<file path="src/design/ipmd_pkg.sv">
// Package for the incremental PID motor drive: register indexes, reset values,
// constant-divisor helpers and the structs shared by the top level and the PID datapath.
// Depends on nothing.
package ipmd_pkg;

  localparam int unsigned CfgIdxW = 3;
  localparam int unsigned CfgDataW = 10;

  // Run count limit; a run tick with the count already at this value arms the drive.
  localparam logic [9:0] ARM_TICKS = 10'd600;

  typedef enum logic [CfgIdxW-1:0] {
    REG_GAIN_PROP     = 3'd0,
    REG_GAIN_INTEG    = 3'd1,
    REG_GAIN_DERIV    = 3'd2,
    REG_FORWARD_LIMIT = 3'd3,
    REG_REVERSE_LIMIT = 3'd4,
    REG_BRAKE_DUTY    = 3'd5,
    REG_START_DELAY   = 3'd6,
    REG_BRAKE_TICKS   = 3'd7
  } cfg_reg_e;

  localparam logic [7:0] RST_GAIN_PROP     = 8'd20;
  localparam logic [7:0] RST_GAIN_INTEG    = 8'd20;
  localparam logic [7:0] RST_GAIN_DERIV    = 8'd10;
  localparam logic [7:0] RST_FORWARD_LIMIT = 8'd200;
  localparam logic [7:0] RST_REVERSE_LIMIT = 8'd100;
  localparam logic [7:0] RST_BRAKE_DUTY    = 8'd150;
  localparam logic [9:0] RST_START_DELAY   = 10'd300;
  localparam logic [9:0] RST_BRAKE_TICKS   = 10'd200;

  // Reciprocals for exact division of values below 2**20 by 15 and by 25.
  localparam logic [20:0] RECIP15 = 21'd1118482;
  localparam logic [20:0] RECIP25 = 21'd1342178;

  typedef struct packed {
    logic [7:0] prop;
    logic [7:0] integ;
    logic [7:0] deriv;
  } ipmd_gains_t;

  typedef struct packed {
    logic load_prod;
    logic load_inc;
  } ipmd_ctrl_t;

  // Floor of a 21-bit magnitude divided by 30: halve, then divide by 15.
  function automatic logic [15:0] div30(input logic [20:0] mag);
    logic [40:0] prod;
    prod = {21'd0, mag[20:1]} * {20'd0, RECIP15};
    return prod[39:24];
  endfunction

  // Floor of a 21-bit magnitude divided by 50: halve, then divide by 25.
  function automatic logic [15:0] div50(input logic [20:0] mag);
    logic [40:0] prod;
    prod = {21'd0, mag[20:1]} * {20'd0, RECIP25};
    return prod[40:25];
  endfunction

endpackage

</file>
<file path="src/design/ipmd_pid.sv">
// PID increment datapath: error history, gain products and the truncating divisions.
// Two register stages; uses ipmd_pkg for the gain and control structs and the dividers.
module ipmd_pid (
  input  logic               clk_i,
  input  logic               rst_ni,
  input  ipmd_pkg::ipmd_ctrl_t ctrl_i,
  input  ipmd_pkg::ipmd_gains_t gains_i,
  input  logic [9:0]         target_speed_i,
  input  logic [10:0]        measured_speed_i,
  output logic signed [17:0] inc_o
);
  import ipmd_pkg::*;

  logic signed [12:0] last_err_q, older_err_q;
  logic signed [13:0] err, d1, d2;
  logic [12:0] mag_err, mag_d1, mag_d2;
  logic [20:0] mag_prop_q, mag_integ_q, mag_deriv_q;
  logic [2:0] neg_q;
  logic [15:0] q_prop, q_integ, q_deriv;
  logic signed [17:0] s_prop, s_integ, s_deriv;
  logic signed [17:0] inc_q;

  always_comb begin
    err = $signed({4'd0, target_speed_i}) - $signed({3'd0, measured_speed_i});
    d1 = err - {last_err_q[12], last_err_q};
    d2 = err - {last_err_q, 1'b0} + {older_err_q[12], older_err_q};
    mag_err = err[13] ? 13'(-err) : err[12:0];
    mag_d1 = d1[13] ? 13'(-d1) : d1[12:0];
    mag_d2 = d2[13] ? 13'(-d2) : d2[12:0];
  end

  always_ff @(posedge clk_i or negedge rst_ni) begin
    if (!rst_ni) begin
      last_err_q <= '0;
      older_err_q <= '0;
    end else if (ctrl_i.load_prod) begin
      last_err_q <= err[12:0];
      older_err_q <= last_err_q;
    end
  end

  always_ff @(posedge clk_i) begin
    if (ctrl_i.load_prod) begin
      mag_prop_q <= {8'd0, mag_d1} * {13'd0, gains_i.prop};
      mag_integ_q <= {8'd0, mag_err} * {13'd0, gains_i.integ};
      mag_deriv_q <= {8'd0, mag_d2} * {13'd0, gains_i.deriv};
      neg_q <= {d2[13], err[13], d1[13]};
    end
  end

  always_comb begin
    q_prop = div30(mag_prop_q);
    q_integ = div30(mag_integ_q);
    q_deriv = div50(mag_deriv_q);
    s_prop = neg_q[0] ? -$signed({2'd0, q_prop}) : $signed({2'd0, q_prop});
    s_integ = neg_q[1] ? -$signed({2'd0, q_integ}) : $signed({2'd0, q_integ});
    s_deriv = neg_q[2] ? -$signed({2'd0, q_deriv}) : $signed({2'd0, q_deriv});
  end

  always_ff @(posedge clk_i) begin
    if (ctrl_i.load_inc) begin
      inc_q <= s_prop + s_integ + s_deriv;
    end
  end

  assign inc_o = inc_q;

endmodule

</file>
<file path="src/design/incremental_pid_motor_drive_unit.sv">
// Incremental PID motor drive: configuration registers, pipeline control and the output
// stage with clamping, run gating, start delay, arming and timed braking.
// Depends on ipmd_pkg and ipmd_pid.
//
//   Channel  Direction  Handshake                  Payload
//   in       input      in_valid_i / in_stall_o    target_speed, measured_speed, run, brake
//   out      output     out_valid_o / out_stall_i  forward_duty, reverse_duty, armed
//   cfg      input      cfg_we_i                   cfg_index_i, cfg_wdata_i
//
// One transaction is accepted per cycle while in_stall_o is low; results emerge in order.
// The held forward duty, run counter and brake counter close their loops in the output stage.
// A stalled output stage lets the two earlier stages fill before in_stall_o rises.
// Reset restores the register defaults and clears the error history and counters.
module incremental_pid_motor_drive_unit (
  input  logic                          clk_i,
  input  logic                          rst_ni,
  input  logic                          cfg_we_i,
  input  logic [ipmd_pkg::CfgIdxW-1:0]  cfg_index_i,
  input  logic [ipmd_pkg::CfgDataW-1:0] cfg_wdata_i,
  input  logic                          in_valid_i,
  output logic                          in_stall_o,
  input  logic [9:0]                    target_speed_i,
  input  logic [10:0]                   measured_speed_i,
  input  logic                          run_enable_i,
  input  logic                          brake_request_i,
  output logic                          out_valid_o,
  input  logic                          out_stall_i,
  output logic [7:0]                    forward_duty_o,
  output logic [7:0]                    reverse_duty_o,
  output logic                          armed_o
);
  import ipmd_pkg::*;

  ipmd_gains_t gains_q;
  logic [7:0] fwd_limit_q, rev_limit_q, brake_duty_q;
  logic [9:0] start_delay_q, brake_ticks_q;

  logic v1_q, v2_q, v3_q;
  logic ready1, ready2, ready3, accept;
  ipmd_ctrl_t ctrl;
  logic [1:0] side1_q, side2_q;
  logic signed [17:0] inc;

  logic [7:0] fwd_q, rev_q;
  logic armed_q;
  logic [9:0] run_ticks_q, brake_cnt_q;

  logic signed [18:0] sum, clip, neg_sum;
  logic [7:0] fwd_d, rev_d;
  logic armed_d;
  logic [9:0] run_ticks_d, brake_cnt_d;
  logic [10:0] n;

  always_ff @(posedge clk_i or negedge rst_ni) begin
    if (!rst_ni) begin
      gains_q.prop <= RST_GAIN_PROP;
      gains_q.integ <= RST_GAIN_INTEG;
      gains_q.deriv <= RST_GAIN_DERIV;
      fwd_limit_q <= RST_FORWARD_LIMIT;
      rev_limit_q <= RST_REVERSE_LIMIT;
      brake_duty_q <= RST_BRAKE_DUTY;
      start_delay_q <= RST_START_DELAY;
      brake_ticks_q <= RST_BRAKE_TICKS;
    end else if (cfg_we_i) begin
      case (cfg_reg_e'(cfg_index_i))
        REG_GAIN_PROP:     gains_q.prop <= cfg_wdata_i[7:0];
        REG_GAIN_INTEG:    gains_q.integ <= cfg_wdata_i[7:0];
        REG_GAIN_DERIV:    gains_q.deriv <= cfg_wdata_i[7:0];
        REG_FORWARD_LIMIT: fwd_limit_q <= cfg_wdata_i[7:0];
        REG_REVERSE_LIMIT: rev_limit_q <= cfg_wdata_i[7:0];
        REG_BRAKE_DUTY:    brake_duty_q <= cfg_wdata_i[7:0];
        REG_START_DELAY:   start_delay_q <= cfg_wdata_i;
        REG_BRAKE_TICKS:   brake_ticks_q <= cfg_wdata_i;
        default: begin
        end
      endcase
    end
  end

  assign ready3 = !v3_q || !out_stall_i;
  assign ready2 = !v2_q || ready3;
  assign ready1 = !v1_q || ready2;
  assign in_stall_o = !ready1;
  assign accept = in_valid_i && ready1;
  assign ctrl.load_prod = accept;
  assign ctrl.load_inc = v1_q && ready2;

  always_ff @(posedge clk_i or negedge rst_ni) begin
    if (!rst_ni) begin
      v1_q <= 1'b0;
      v2_q <= 1'b0;
      v3_q <= 1'b0;
    end else begin
      if (ready1) begin
        v1_q <= in_valid_i;
      end
      if (ready2) begin
        v2_q <= v1_q;
      end
      if (ready3) begin
        v3_q <= v2_q;
      end
    end
  end

  always_ff @(posedge clk_i) begin
    if (accept) begin
      side1_q <= {brake_request_i, run_enable_i};
    end
    if (ctrl.load_inc) begin
      side2_q <= side1_q;
    end
  end

  ipmd_pid u_pid (
    .clk_i            (clk_i),
    .rst_ni           (rst_ni),
    .ctrl_i           (ctrl),
    .gains_i          (gains_q),
    .target_speed_i   (target_speed_i),
    .measured_speed_i (measured_speed_i),
    .inc_o            (inc)
  );

  always_comb begin
    sum = $signed({11'd0, fwd_q}) + $signed({inc[17], inc});
    clip = (sum > $signed({11'd0, fwd_limit_q})) ? $signed({11'd0, fwd_limit_q}) : sum;
    neg_sum = -clip;
    if (!clip[18]) begin
      fwd_d = clip[7:0];
      rev_d = 8'd0;
    end else begin
      fwd_d = 8'd0;
      rev_d = (neg_sum > $signed({11'd0, rev_limit_q})) ? rev_limit_q : neg_sum[7:0];
    end

    armed_d = armed_q;
    run_ticks_d = run_ticks_q;
    n = {1'b0, run_ticks_q} + 11'd1;
    if (!side2_q[0]) begin
      fwd_d = 8'd0;
      rev_d = 8'd0;
    end else begin
      if (n < {1'b0, start_delay_q}) begin
        fwd_d = 8'd0;
        rev_d = 8'd0;
      end
      if (n > {1'b0, ARM_TICKS}) begin
        n = {1'b0, ARM_TICKS};
        armed_d = 1'b1;
      end
      run_ticks_d = n[9:0];
    end

    brake_cnt_d = brake_cnt_q;
    if (side2_q[1]) begin
      if (brake_cnt_q < brake_ticks_q) begin
        brake_cnt_d = brake_cnt_q + 10'd1;
      end
      fwd_d = 8'd0;
      rev_d = (brake_cnt_d < brake_ticks_q) ? brake_duty_q : 8'd0;
    end
  end

  always_ff @(posedge clk_i or negedge rst_ni) begin
    if (!rst_ni) begin
      fwd_q <= 8'd0;
      armed_q <= 1'b0;
      run_ticks_q <= 10'd0;
      brake_cnt_q <= 10'd0;
    end else if (v2_q && ready3) begin
      fwd_q <= fwd_d;
      armed_q <= armed_d;
      run_ticks_q <= run_ticks_d;
      brake_cnt_q <= brake_cnt_d;
    end
  end

  always_ff @(posedge clk_i) begin
    if (v2_q && ready3) begin
      rev_q <= rev_d;
    end
  end

  assign out_valid_o = v3_q;
  assign forward_duty_o = fwd_q;
  assign reverse_duty_o = rev_q;
  assign armed_o = armed_q;

  a_armed_sticky: assert property (@(posedge clk_i) disable iff (!rst_ni)
    armed_q |=> armed_q)
    else $error("armed flag dropped");

  a_one_direction: assert property (@(posedge clk_i) disable iff (!rst_ni)
    out_valid_o |-> (forward_duty_o == 8'd0 || reverse_duty_o == 8'd0))
    else $error("forward and reverse duty both driven");

  a_run_bound: assert property (@(posedge clk_i) disable iff (!rst_ni)
    run_ticks_q <= ARM_TICKS)
    else $error("run counter beyond arm time");

  a_armed_count: assert property (@(posedge clk_i) disable iff (!rst_ni)
    $rose(armed_q) |-> run_ticks_q == ARM_TICKS)
    else $error("armed without reaching arm time");

endmodule

</file>
<file path="config.mk">
export PLATFORM = sky130hd
export DESIGN_NAME = incremental_pid_motor_drive_unit
export DESIGN_NICKNAME = d
export VERILOG_FILES = /design/src/design/ipmd_pkg.sv /design/src/design/ipmd_pid.sv /design/src/design/incremental_pid_motor_drive_unit.sv
export SDC_FILE = /design/constraint.sdc
export NUM_CORES = 2
export LEC_CHECK = 0
export BUFFER_PORTS_ARGS = -buffer_cell sky130_fd_sc_hd__buf_2
export CAP_MARGIN = 5
export CORE_ASPECT_RATIO = 1.2
export CORE_UTILIZATION = 55
export CTS_CLUSTER_DIAMETER = 50
export CTS_CLUSTER_SIZE = 30
export DETAILED_ROUTE_END_ITERATION = 8
export HOLD_SLACK_MARGIN = 0.02
export PLACE_DENSITY = 0.71
export RECOVER_POWER = 50
export SYNTH_ARGS = -nofsm -noshare
export SYNTH_HDL_FRONTEND = slang
export SYNTH_SLANG_ARGS = --single-unit
</file>
<file path="constraint.sdc">
create_clock -name clk_i -period 18.04 [get_ports clk_i]
set_input_delay 1.804 -clock clk_i [delete_from_list [all_inputs] [get_ports clk_i]]
set_output_delay 1.804 -clock clk_i [all_outputs]
set_load 0.02 [all_outputs]
</file>
==> results.py <==
metrics = {
    "final_layout": {
        "nNetsFinal": 5490,
        "diodes": 0,
        "syn_to_final_growth_pct": 5.598,
        "drive_gt1_share_pct": 5.411,
    },
    "floorplan": {
        "start_util_pct": 55.94,
        "die_x_um": 245.9,
        "rows": 106,
        "io_pins": 60,
        "fp.dieArea_um2": 72440,
        "core_um2": 70160,
        "die_height_um": 294.6,
    },
    "detailed_routing": {
        "routed_via_density": 5.430,
        "drcViolationCount": 0,
        "drtIter0Drc": 1306,
        "wl_mm": 84.81,
        "dr.pass1.iters": 6,
        "dr_total_vias": 28370,
        "wire_per_inst_um": 16.23,
        "postRouteAntennaNets": 0,
    },
    "logic_synthesis": {
        "avgSynthCellArea_um2": 9.240,
        "yosysTopAreaCell": "ha_1",
        "synth_common_cells": "inv_1, ha_1, fa_1",
        "synthDistinctLibCells": 95,
        "yosys.area.top_type_share_pct": 22.98,
        "netlist_area_um2": 39250,
        "async_flop_share_pct": 57.14,
        "synth_ff_type": "dfrtp_1",
        "netlist_instances": 4248,
        "synthTopCellsByArea": "ha_1, fa_1, inv_1",
        "yosysMostFrequentCell": "inv_1",
        "ys_warn_count": 0,
        "yosysSeqAreaShare_pct": 15.09,
        "ys_ff_latch": 217,
        "synth_edf_count": 93,
    },
    "timing": {
        "relSlewSlack_pct": -151.5,
        "grt_setup_unrepaired": "false",
        "finalMaxSlewViolations": 163,
        "fin_tns_setup_ps": 0,
        "setup_viol": 0,
        "fmax_ghz": 0.08561,
        "clock_skew_ps": 39.66,
        "hold_violations": 0,
        "finalCriticalPeriod_ps": 11680,
        "worst_pin_slew_ps": 3773,
        "post-route-period-util_pct": 64.75,
        "fin_ws_ps": 6359,
    },
    "critical_path": {
        "cp_common_cell": "inv_1",
        "crit_arrival_ps": 12000,
        "cp.required_ps": 18360,
        "cp_max_fo": 10,
        "worst_setup_path_end_kind": "register",
        "cpPeakStageDelay_ps": 610,
        "setup.worst_path.start_class": "input port",
        "crit_slowest_cell": "fa_1",
        "crit_type": "in2reg",
    },
    "global_route": {
        "antenna_found_initial": 1,
        "grt_pass1_vias": 29130,
        "grt_max_degree": 67,
        "grt_pass1_wl_mm": 142.5,
        "grt_usage_pct": 24.26,
        "grt.overflow.total": 0,
    },
    "clock_network": {
        "clk_pin_slew_ps": 80,
        "cts.hold.buffers_added": 0,
        "h-tree-depth": 1,
        "cts-resized-gates": 0,
        "cts_sinks": 217,
        "clock_latency_ps": 590,
        "cts_root_buffer": "clkbuf_16",
        "ctsLongestPathBuffers": 3,
        "cts_buffers": 27,
        "cts_tree": "yes",
        "postCtsSetupBuffers": 0,
    },
    "place": {
        "place_hpwl_mm": 71.57,
        "portBuffers": 59,
        "gp_congestion": 0.9204,
        "post-place-ws_ps": 5866,
    },
    "hold_path": {
        "hp-class": "reg2reg",
    },
    "status": {
        "status": "finished, violations left",
        "failed_checks": "capacitance limit, slew limit",
    },
    "flow_run": {
        "drv_cap": 3,
    },
}
## per-layer routing
layer | global-route usage, % | wire, um
met3 | 2.504 | 3350
met4 | 7.075 | 2445
met1 | 31.20 | 37260
met2 | 42.84 | 41750
met5 | 0 | 0
## critical path: cells and delay by family
family          cells  cell delay (ps)
buf+inv             9              880
compound gates     17             3760
fa+ha+maj           8             3460
xor+xnor            2              650
simple gates        7             1420
## sequential cells by signal (all words and copies together), names as in the netlist, 3 cells and up
name / flops
rev_limit_q: 8
u_pid.mag_deriv_q: 20
gains_q: 24
brake_duty_q: 8
fwd_limit_q: 8
forward_duty_o: 8
u_pid.last_err_q: 12
u_pid.mag_integ_q: 20
run_ticks_q: 10
u_pid.inc_o: 18
u_pid.older_err_q: 12
brake_ticks_q: 10
start_delay_q: 10
brake_cnt_q: 10
u_pid.mag_prop_q: 20
reverse_duty_o: 8
u_pid.neg_q: 3
## placed cells by master, fill, tap and decap left out, drive strengths merged, types with 21 or more instances in the layout
master  synthesis  routed
a21boi         28      28
a21o           52      52
a21oi         128     128
a31oi          21      21
and2          100     100
and3           21      21
buf             6      61
clkbuf         62      36
dfrtp         101     101
dfstp          23      23
edfxtp         93      93
fa            443     443
ha            721     721
inv           875     888
mux2           66      66
nand2         341     341
nand2b         65      65
nand3          57      57
nand4          25      25
nor2          157     157
nor2b         108     108
nor3           46      46
o21a           30      30
o21ai         186     186
xnor2         160     160
xor2           82      82
## cell families after synthesis
group,Yosys count,share of synthesized area [%]
multiplexers,77,2.184
buffers and inverters,944,9.031
other,2,0.01913
flip-flops,217,15.09
AND/OR/NAND/NOR,1013,12.90
adder cells (fa/ha/maj),1164,45.58
AO/OA/AOI/OAI,588,9.732
XOR/XNOR,243,5.457
## layout make-up
class / instances / area (um2)
clock buffer: 27 / 675.6
inverter: 876 / 3288
clock inverter: 23 / 249.0
multi-input combinational: 3093 / 29810
sequential: 217 / 5924
tap: 918 / 1149
fill: 6067 / 28710
timing repair buffer: 70 / 351.6
## metrics by stage
| stage | cells | util, % | hold slack (ps) | area, um2 |
|---|---|---|---|---|
| after floorplan | 4254 | - | 400.3 | 39270 |
| after global placement | 5174 | 57.80 | 406.6 | 40550 |
| after detailed placement | 5174 | 57.80 | 404.5 | 40550 |
| after CTS | 5224 | 59.12 | 422.7 | 41480 |
| after global routing | 5224 | 59.08 | 437.5 | 41450 |
| final | 5224 | 59.08 | 423.1 | 41450 |
## final timing paths
path                            depth (start not counted)             startpoint  slack (ps)                     to
worst min-delay path                                    0             side1_q[1]         420             side2_q[1]
min in group asynchronous                               1                 rst_ni        2270         brake_cnt_q[9]
worst max-delay path                                   43    measured_speed_i[1]        6360  u_pid.mag_deriv_q[20]
worst max register to register                         36  u_pid.mag_deriv_q[11]        6970        u_pid.inc_o[17]
max in group asynchronous                               2                 rst_ni       10960            gains_q[22]
worst min register to register                          0             side1_q[1]         420             side2_q[1]
Power is left out: the tool's default activity adds up to more than one toggle a clock period on the data nets, which glitch-free logic cannot reach.
